$ cat config.mk
export PLATFORM = sky130hd
export DESIGN_NAME = dmc_probe
export DESIGN_NICKNAME = d
export VERILOG_FILES = /design/src/rtl/dmc_pkg.sv /design/src/rtl/dmc_probe.sv
export SDC_FILE = /design/constraint.sdc
export NUM_CORES = 1
export LEC_CHECK = 0
export ABC_AREA = 1
export BUFFER_PORTS_ARGS = -buffer_cell sky130_fd_sc_hd__buf_2
export CAP_MARGIN = 5
export CORE_UTILIZATION = 50
export DETAILED_ROUTE_END_ITERATION = 6
export PLACE_DENSITY_LB_ADDON = 0.08
export SYNTH_ARGS = -nofsm -noshare
export SYNTH_HDL_FRONTEND = slang
export SYNTH_SLANG_ARGS = --single-unit
$ cat constraint.sdc
create_clock -name vclk -period 1.85
set_input_delay 0.185 -clock vclk [all_inputs]
set_output_delay 0.185 -clock vclk [all_outputs]
set_load 0.01 [all_outputs]
$ cat src/rtl/dmc_pkg.sv
// ----------------------------------------------------------------------------
// dmc_pkg: shared types, codes and helpers for the maze carver
// Request and direction codes, the sequencer state type and the small
// neighbour-pick arithmetic used by the step sequence.
// ----------------------------------------------------------------------------
`default_nettype none

package dmc_pkg;

    // default grid bounds
    localparam int DEF_MAX_COLS = 64;
    localparam int DEF_MAX_ROWS = 32;

    // width used for grid sizes and coordinate compares (values up to 511)
    localparam int DIM_W = 9;

    // configuration register indexes and reset values
    localparam logic CFG_WIDTH  = 1'b0;
    localparam logic CFG_HEIGHT = 1'b1;
    localparam logic [6:0] RST_WIDTH  = 7'd36;
    localparam logic [5:0] RST_HEIGHT = 6'd25;

    // request codes
    localparam logic [1:0] REQ_START = 2'd0;
    localparam logic [1:0] REQ_STEP  = 2'd1;
    localparam logic [1:0] REQ_READ  = 2'd2;

    // direction codes
    localparam logic [1:0] DIR_N = 2'd0;
    localparam logic [1:0] DIR_E = 2'd1;
    localparam logic [1:0] DIR_S = 2'd2;
    localparam logic [1:0] DIR_W = 2'd3;

    typedef enum logic [2:0] {
        S_CLEAR,
        S_IDLE,
        S_SEED,
        S_PROBE,
        S_PICK,
        S_POP,
        S_RDWAIT,
        S_DONE
    } t_state;

    // count of open neighbours
    function automatic logic [2:0] count_free(input logic [3:0] free);
        logic [2:0] c;
        c = 3'd0;
        for (int k = 0; k < 4; k++) begin
            c = c + 3'(free[k]);
        end
        return c;
    endfunction

    // random value modulo a neighbour count of 1 to 4
    function automatic logic [1:0] mod_small(input logic [15:0] v, input logic [2:0] n);
        logic [4:0] s;
        logic [2:0] t;
        logic [1:0] r;
        s = 5'd0;
        // base-4 digits sum to the same residue mod 3
        for (int k = 0; k < 8; k++) begin
            s = s + 5'(v[2*k +: 2]);
        end
        t = 3'(s[1:0]) + 3'(s[3:2]) + 3'(s[4]);
        if (t >= 3'd6) begin
            t = t - 3'd6;
        end else if (t >= 3'd3) begin
            t = t - 3'd3;
        end
        case (n)
            3'd2:    r = {1'b0, v[0]};
            3'd3:    r = t[1:0];
            3'd4:    r = v[1:0];
            default: r = 2'd0;
        endcase
        return r;
    endfunction

    // direction of the sel-th open neighbour, north first
    function automatic logic [1:0] pick_dir(input logic [3:0] free, input logic [1:0] sel);
        logic [2:0] c;
        logic [1:0] d;
        c = 3'd0;
        d = DIR_N;
        for (int k = 0; k < 4; k++) begin
            if (free[k]) begin
                if (c == 3'(sel)) begin
                    d = 2'(k);
                end
                c = c + 3'd1;
            end
        end
        return d;
    endfunction

endpackage

`default_nettype wire

$ cat src/rtl/dmc_probe.sv
// ----------------------------------------------------------------------------
// dmc_probe: neighbour unit
// Gives the neighbour of a cell in one direction and whether it lies in the
// grid in use. Shared by every probe and by the carve.
// ----------------------------------------------------------------------------
`default_nettype none

module dmc_probe
    import dmc_pkg::*;
#(
    parameter int MAX_COLS = DEF_MAX_COLS,
    parameter int MAX_ROWS = DEF_MAX_ROWS,
    parameter int COL_W    = $clog2(MAX_COLS),
    parameter int ROW_W    = $clog2(MAX_ROWS)
) (
    input  wire logic [COL_W-1:0] i_x,
    input  wire logic [ROW_W-1:0] i_y,
    input  wire logic [1:0]       i_dir,
    input  wire logic [DIM_W-1:0] i_w,
    input  wire logic [DIM_W-1:0] i_h,
    output logic                  o_inb,
    output logic      [COL_W-1:0] o_nx,
    output logic      [ROW_W-1:0] o_ny
);

    logic [DIM_W-1:0] xe;
    logic [DIM_W-1:0] ye;

    assign xe = DIM_W'(i_x) + DIM_W'(1);
    assign ye = DIM_W'(i_y) + DIM_W'(1);

    // neighbour coordinates and grid test
    always_comb begin
        o_nx  = i_x;
        o_ny  = i_y;
        o_inb = 1'b0;
        unique case (i_dir)
            DIR_N: begin
                o_inb = (i_y != '0);
                o_ny  = i_y - ROW_W'(1);
            end
            DIR_E: begin
                o_inb = (xe < i_w) && (xe < DIM_W'(MAX_COLS));
                o_nx  = i_x + COL_W'(1);
            end
            DIR_S: begin
                o_inb = (ye < i_h) && (ye < DIM_W'(MAX_ROWS));
                o_ny  = i_y + ROW_W'(1);
            end
            DIR_W: begin
                o_inb = (i_x != '0);
                o_nx  = i_x - COL_W'(1);
            end
        endcase
    end

endmodule

`default_nettype wire

==> results of run 1 <==
## worst max-delay path, stage by stage
cell and delay, ps:
buf_2 110, inv_2 50, nor3_2 200, xnor2_1 150, inv_1 70, ha_1 270, nand2_1 60, nor3_2 190
nand3_1 100, nand4_1 110, nand3_1 80, buf_2 140
## timing repair
action	4_1_cts	5_1_grt
setup endpoints to repair	2	5
pin swaps	8	17
hold endpoints to repair	0	0
buffers inserted	0	2
resized for setup	14	28
## metal layers
layer,GRT usage,up-vias,share of wire
li1,-,690,-
met2,0.472,43,0.51
met5,0,-,0
met1,0.322,574,0.43
met3,0,6,0.044
met4,0.00490,0,0.017
## worst max path at each step
stage,end,cells after the start,startpoint
3_5_place_dp,o_inb,14,i_x[0]
6_report,o_inb,12,i_x[4]
5_1_grt,o_inb,12,i_x[4]
3_3_place_gp,o_inb,14,i_x[0]
4_1_cts,o_inb,15,i_y[0]
2_1_floorplan,o_inb,12,i_x[0]
## cells in the final DEF (no fill, tap or decap), types with 2 or more instances in the layout
cell type	Yosys	layout
or2_1	2	2
nand2_2	1	2
nand3_1	15	11
xnor2_1	2	2
a21oi_1	9	8
inv_2	4	7
nor3_2	1	2
xor2_1	9	7
buf_4	0	14
buf_8	0	2
ha_4	0	5
nand3_2	0	3
buf_2	0	37
clkinv_1	2	2
nor2_1	10	10
ha_1	22	17
nand4_1	5	5
xor2_2	1	3
nand2_1	42	40
o21ai_0	4	4
fa_2	0	2
inv_1	39	35
o21ai_1	5	5
buf_6	1	4
## power groups by stage
stage	clock, W	sequential (W)	combinational, W
floorplan	0	0	0.000208
finish	0	0	0.000395
global placement	0	0	0.000326
global route	0	0	0.000441
detailed placement	0	0	0.000339
CTS	0	0	0.000357
## stage by stage
stage	power (W)	hold WS [ps]	setup TNS, ps	worst slack [ps]	instances
6_report	0.000395	763	-73.9	-73.9	264
3_5_place_dp	0.000339	759	-171	-152	263
4_1_cts	0.000357	763	-1.46	-1.46	262
3_3_place_gp	0.000326	750	-86.5	-86.5	263
2_1_floorplan	0.000208	446	0	166	182
5_1_grt	0.000441	804	-272	-185	264
## cells by family after synthesis
family                     count (synthesis)  synth area share
and+or+nand+nor                           78             0.318
buffers and inverters                     47             0.180
adders and majority gates                 24             0.293
AOI/OAI and AO/OA                         21             0.104
xor gates and xnor gates                  12             0.105
## final cells by class
cell class | count | area, um^2
fillers | 133 | 402
repair buffers | 57 | 365
multi-input cells | 135 | 1010
inverters | 45 | 171
well taps | 27 | 33.8
==> flow_metrics.env, run 1 <==
export IMPL_status="complete, but fails checks"
export IMPL_violations="negative setup slack"
export IMPL_critical_path_arrival_ps=1740
export IMPL_vias=1313
export IMPL_finalCritPeriodShare=1.04
export IMPL_routedWlPerCell_um=11.4
export IMPL_worstMarginPinSlew_ps=259
export IMPL_worstSetupPathType="input port to output port"
export IMPL_post_synth_top_count_cell="nand2_1"
export IMPL_syn_to_final_growth_pct=47.0
export IMPL_switching_share=0.539
export IMPL_setup_slack_ps=-73.9
export IMPL_required_ps=1660
export IMPL_clock_power_share=0
export IMPL_post_synth_top_area_fraction=0.256
export IMPL_antenna_found_initial=0
export IMPL_place_area_mm2=0.00140
export IMPL_clock_buffers=0
export IMPL_leakage_nw=0.920
export IMPL_die_area_mm2=0.00234
export IMPL_min_delay_path_depth=4
export IMPL_synth_fp_nets=237
export IMPL_synth_cell_types=25
export IMPL_hp_start="i_x[5]"
export IMPL_drtAntennaViolNets=0
export IMPL_gp_congestion=0.845
export IMPL_avgSynthCellArea_um2=5.91
export IMPL_grt_pass1_wl_mm=4.79
export IMPL_irDropWorstVdd_uv=177
export IMPL_finish_instance_area_mm2=0.00158
export IMPL_grt_remaining_overflow=0
export IMPL_setup_viol=1
export IMPL_cts_hold_buf=0
export IMPL_netlist_instances=182
export IMPL_critPathLaunchType="input port"
export IMPL_grt_max_degree=13
export IMPL_drc=0
export IMPL_clock_fmax_ghz=0.520
export IMPL_start_util=0.542
export IMPL_antenna_cells=0
export IMPL_die_y_um=48.4
export IMPL_ys_seq_area_frac=0
export IMPL_p_int_w=0.000182
export IMPL_end_kind="output port"
export IMPL_yosys_warnings=0
export IMPL_p_sw_w=0.000213
export IMPL_relSlewSlack=0.826
export IMPL_comb_power_share=1.000
export IMPL_synth_common_cells="nand2_1 (42), inv_1 (39), ha_1 (22), nand3_1 (15), nor2_1 (10)"
export IMPL_final_net_count=294
export IMPL_vias_per_cell=4.97
export IMPL_grt_usage=0.245
export IMPL_regArea_um2=0
export IMPL_hold_class="input port to output port"
export IMPL_synth_largest_area_cell="ha_1"
export IMPL_max_cap_violations=0
export IMPL_port_buffers=43
export IMPL_seq_cells=0
export IMPL_yosys_top_cells_area="ha_1 (26%), nand2_1 (15%), inv_1 (14%)"
export IMPL_grt_setup_unrepaired="true"
export IMPL_slew_viol_final=0
export IMPL_pwr_share_seq=0
export IMPL_syn_area_mm2=0.00107
export IMPL_dp_final_hpwl_mm=2.19
export IMPL_drt_pass1_iterations=4
export IMPL_crit_fanout=3
export IMPL_rows=16
export IMPL_core_area_mm2=0.00198
export IMPL_grt_pass1_vias=1173
export IMPL_drt_iter0_drc=20
export IMPL_wl_mm=3.02
export IMPL_hold_viol_final=0
export IMPL_final_core_util=0.797
export IMPL_min_to="o_nx[5]"
export IMPL_p_per_area_mw_per_mm2=250
export IMPL_io_pins=43
export IMPL_finalCriticalPeriod_ps=1920
export IMPL_die_w_um=48.4
export IMPL_layout_drive_gt1_share=0.359
Note: power is estimated with default switching activity, not from simulation.
==> run 2: changes to the inputs <==
--- a/config.mk
+++ b/config.mk
@@ -8,6 +8,7 @@
 export ABC_AREA = 1
 export BUFFER_PORTS_ARGS = -buffer_cell sky130_fd_sc_hd__buf_2
 export CAP_MARGIN = 5
+export CORE_MARGIN = 4
 export CORE_UTILIZATION = 50
 export DETAILED_ROUTE_END_ITERATION = 6
 export PLACE_DENSITY_LB_ADDON = 0.08
==> run 2 against run 1 <==
The run still ends with negative setup slack left. Flip-flop and latch count did not move. Combinational power rose by 9.1%. Worst hold slack improved by 2.9 ps. Maximum frequency fell by 2.7%. Non-clock buffer count rose by 2. Wire length rose by 18%. First-iteration DRC count rose by 100%. Critical path depth did not move. Largest cell class unchanged.
==> flow_metrics.env, run 2 (synthesized netlist as in run 1, its figures left out) <==
export IMPL_end_kind="output port"
export IMPL_slowest_delay_ps=220
export IMPL_crit_path_cell_trace="buf_8, ha_4, nand3_4, xor2_1, inv_1, ha_4, a21oi_1, nand2_1, a21boi_1, nand4_1, nand3_1, buf_2"
export IMPL_grt_remaining_overflow=0
export IMPL_fin_hold_ws_ps=766
export IMPL_pwr_share_seq=0
export IMPL_irDropWorstVdd_uv=158
export IMPL_dp_final_hpwl_mm=2.38
export IMPL_grt_setup_unrepaired="true"
export IMPL_regArea_um2=0
export IMPL_core_area_mm2=0.00200
export IMPL_drtAntennaViolNets=0
export IMPL_clock_fmax_ghz=0.506
export IMPL_antenna_cells=0
export IMPL_vias_per_cell=5.15
export IMPL_p_int_w=0.000200
export IMPL_multi_input_area_mm2=0.00108
export IMPL_syn_to_final_growth_pct=54.9
export IMPL_critPathLaunchType="input port"
export IMPL_setup_viol=1
export IMPL_start_util=0.537
export IMPL_drt_pass1_iterations=4
export IMPL_final_cell_mix="nand2_1 (40), inv_1 (36), buf_2 (36)"
export IMPL_worstSetupPathType="input port to output port"
export IMPL_slew_viol_final=0
export IMPL_drc=0
export IMPL_die_area_mm2=0.00296
export IMPL_gp_congestion=0.779
export IMPL_finish_instance_area_mm2=0.00167
export IMPL_switching_share=0.536
export IMPL_leakage_nw=0.928
export IMPL_grt_max_degree=11
export IMPL_grt_usage=0.208
export IMPL_dp_cells=266
export IMPL_worstMarginPinSlew_ps=282
export IMPL_setup_slack_ps=-128
export IMPL_routedWlPerCell_um=13.4
export IMPL_critical_path_arrival_ps=1790
export IMPL_final_common_cell="nand2_1"
export IMPL_io_pins=43
export IMPL_instances_no_fill=266
export IMPL_finalCritPeriodShare=1.07
export IMPL_rows=16
export IMPL_seq_cells=0
export IMPL_final_net_count=296
export IMPL_hold_class="input port to output port"
export IMPL_relSlewSlack=0.810
export IMPL_p_per_area_mw_per_mm2=259
export IMPL_grt_pass1_wl_mm=4.79
export IMPL_vias=1370
export IMPL_critPathSlowestCell="ha_4"
export IMPL_status="complete, but fails checks"
export IMPL_hold_viol_final=0
export IMPL_cts_hold_buf=0
export IMPL_layout_drive_gt1_share=0.372
export IMPL_crit_fanout=4
export IMPL_final_core_util=0.832
export IMPL_die_y_um=54.4
export IMPL_grt_pass1_vias=1206
export IMPL_place_area_mm2=0.00142
export IMPL_comb_power_share=1.000
export IMPL_die_w_um=54.4
export IMPL_wl_mm=3.57
export IMPL_max_cap_violations=0
export IMPL_p_sw_w=0.000231
export IMPL_finalCriticalPeriod_ps=1980
export IMPL_violations="negative setup slack"
export IMPL_port_buffers=43
export IMPL_tns_ps=-128
export IMPL_required_ps=1660
export IMPL_clock_power_share=0
export IMPL_drt_iter0_drc=40
export IMPL_fill_cells=139
export IMPL_antenna_found_initial=0
export IMPL_clock_buffers=0
export IMPL_worst_path_most_repeated_cell="ha_4"
==> run 2: cell count changes in the layout (fill, tap and decap cells not counted), moves of 2 or more <==
cell      change
xor2_2        -2
xor2_1        +2
clkbuf_4      +2
buf_8         +2
ha_1          -6
buf_4         +2
buf_6         -3
ha_4          +6
==> run 2: layout make-up <==
cell class / instances / area share
inverters: 45 / 0.101
multi-input cells: 135 / 0.646
well taps: 27 / 0.0203
repair buffers: 59 / 0.232
==> run 2: worst max-delay path: cells and delay by family <==
family	cells	cell delay, ps
buf+inv	3	350
simple gates	4	380
fa+ha+maj	2	390
compound gates	2	330
xor+xnor	1	140
==> run 2: worst paths after layout <==
path,slack (ps),from,depth (start not counted),to
worst max-delay path,-130,i_x[0],12,o_inb
worst min-delay path,770,i_x[5],4,o_nx[5]
==> run 2: routing by layer <==
metal | track usage | wire length, um | vias to the layer above
met5 | 0 | 0 | -
met2 | 0.402 | 1890 | 54
met1 | 0.264 | 1420 | 616
li1 | - | - | 690
met4 | 0.0124 | 95 | 0
met3 | 0.00272 | 173 | 10
==> run 2: timing repair <==
| item | 4_1_cts | 5_1_grt |
|---|---|---|
| resized for setup | 19 | 27 |
| endpoints found under the setup margin | 2 | 5 |
| pin swaps | 14 | 21 |
| gates cloned | 0 | 0 |
| buffers inserted | 1 | 0 |
==> run 2: power by group through the flow <==
stage / Clock [W] / Combinational (W) / Sequential, W
final: 0 / 0.000431 / 0
after global routing: 0 / 0.000480 / 0
after CTS: 0 / 0.000371 / 0
after detailed placement: 0 / 0.000346 / 0
after global placement: 0 / 0.000331 / 0
after floorplan: 0 / 0.000208 / 0
==> run 2: through the flow <==
stage / setup WS, ps / total power [W]
2_1_floorplan: 166 / 0.000208
3_3_place_gp: -91.5 / 0.000331
3_5_place_dp: -183 / 0.000346
4_1_cts: 3.86 / 0.000371
5_1_grt: -208 / 0.000480
6_report: -128 / 0.000431
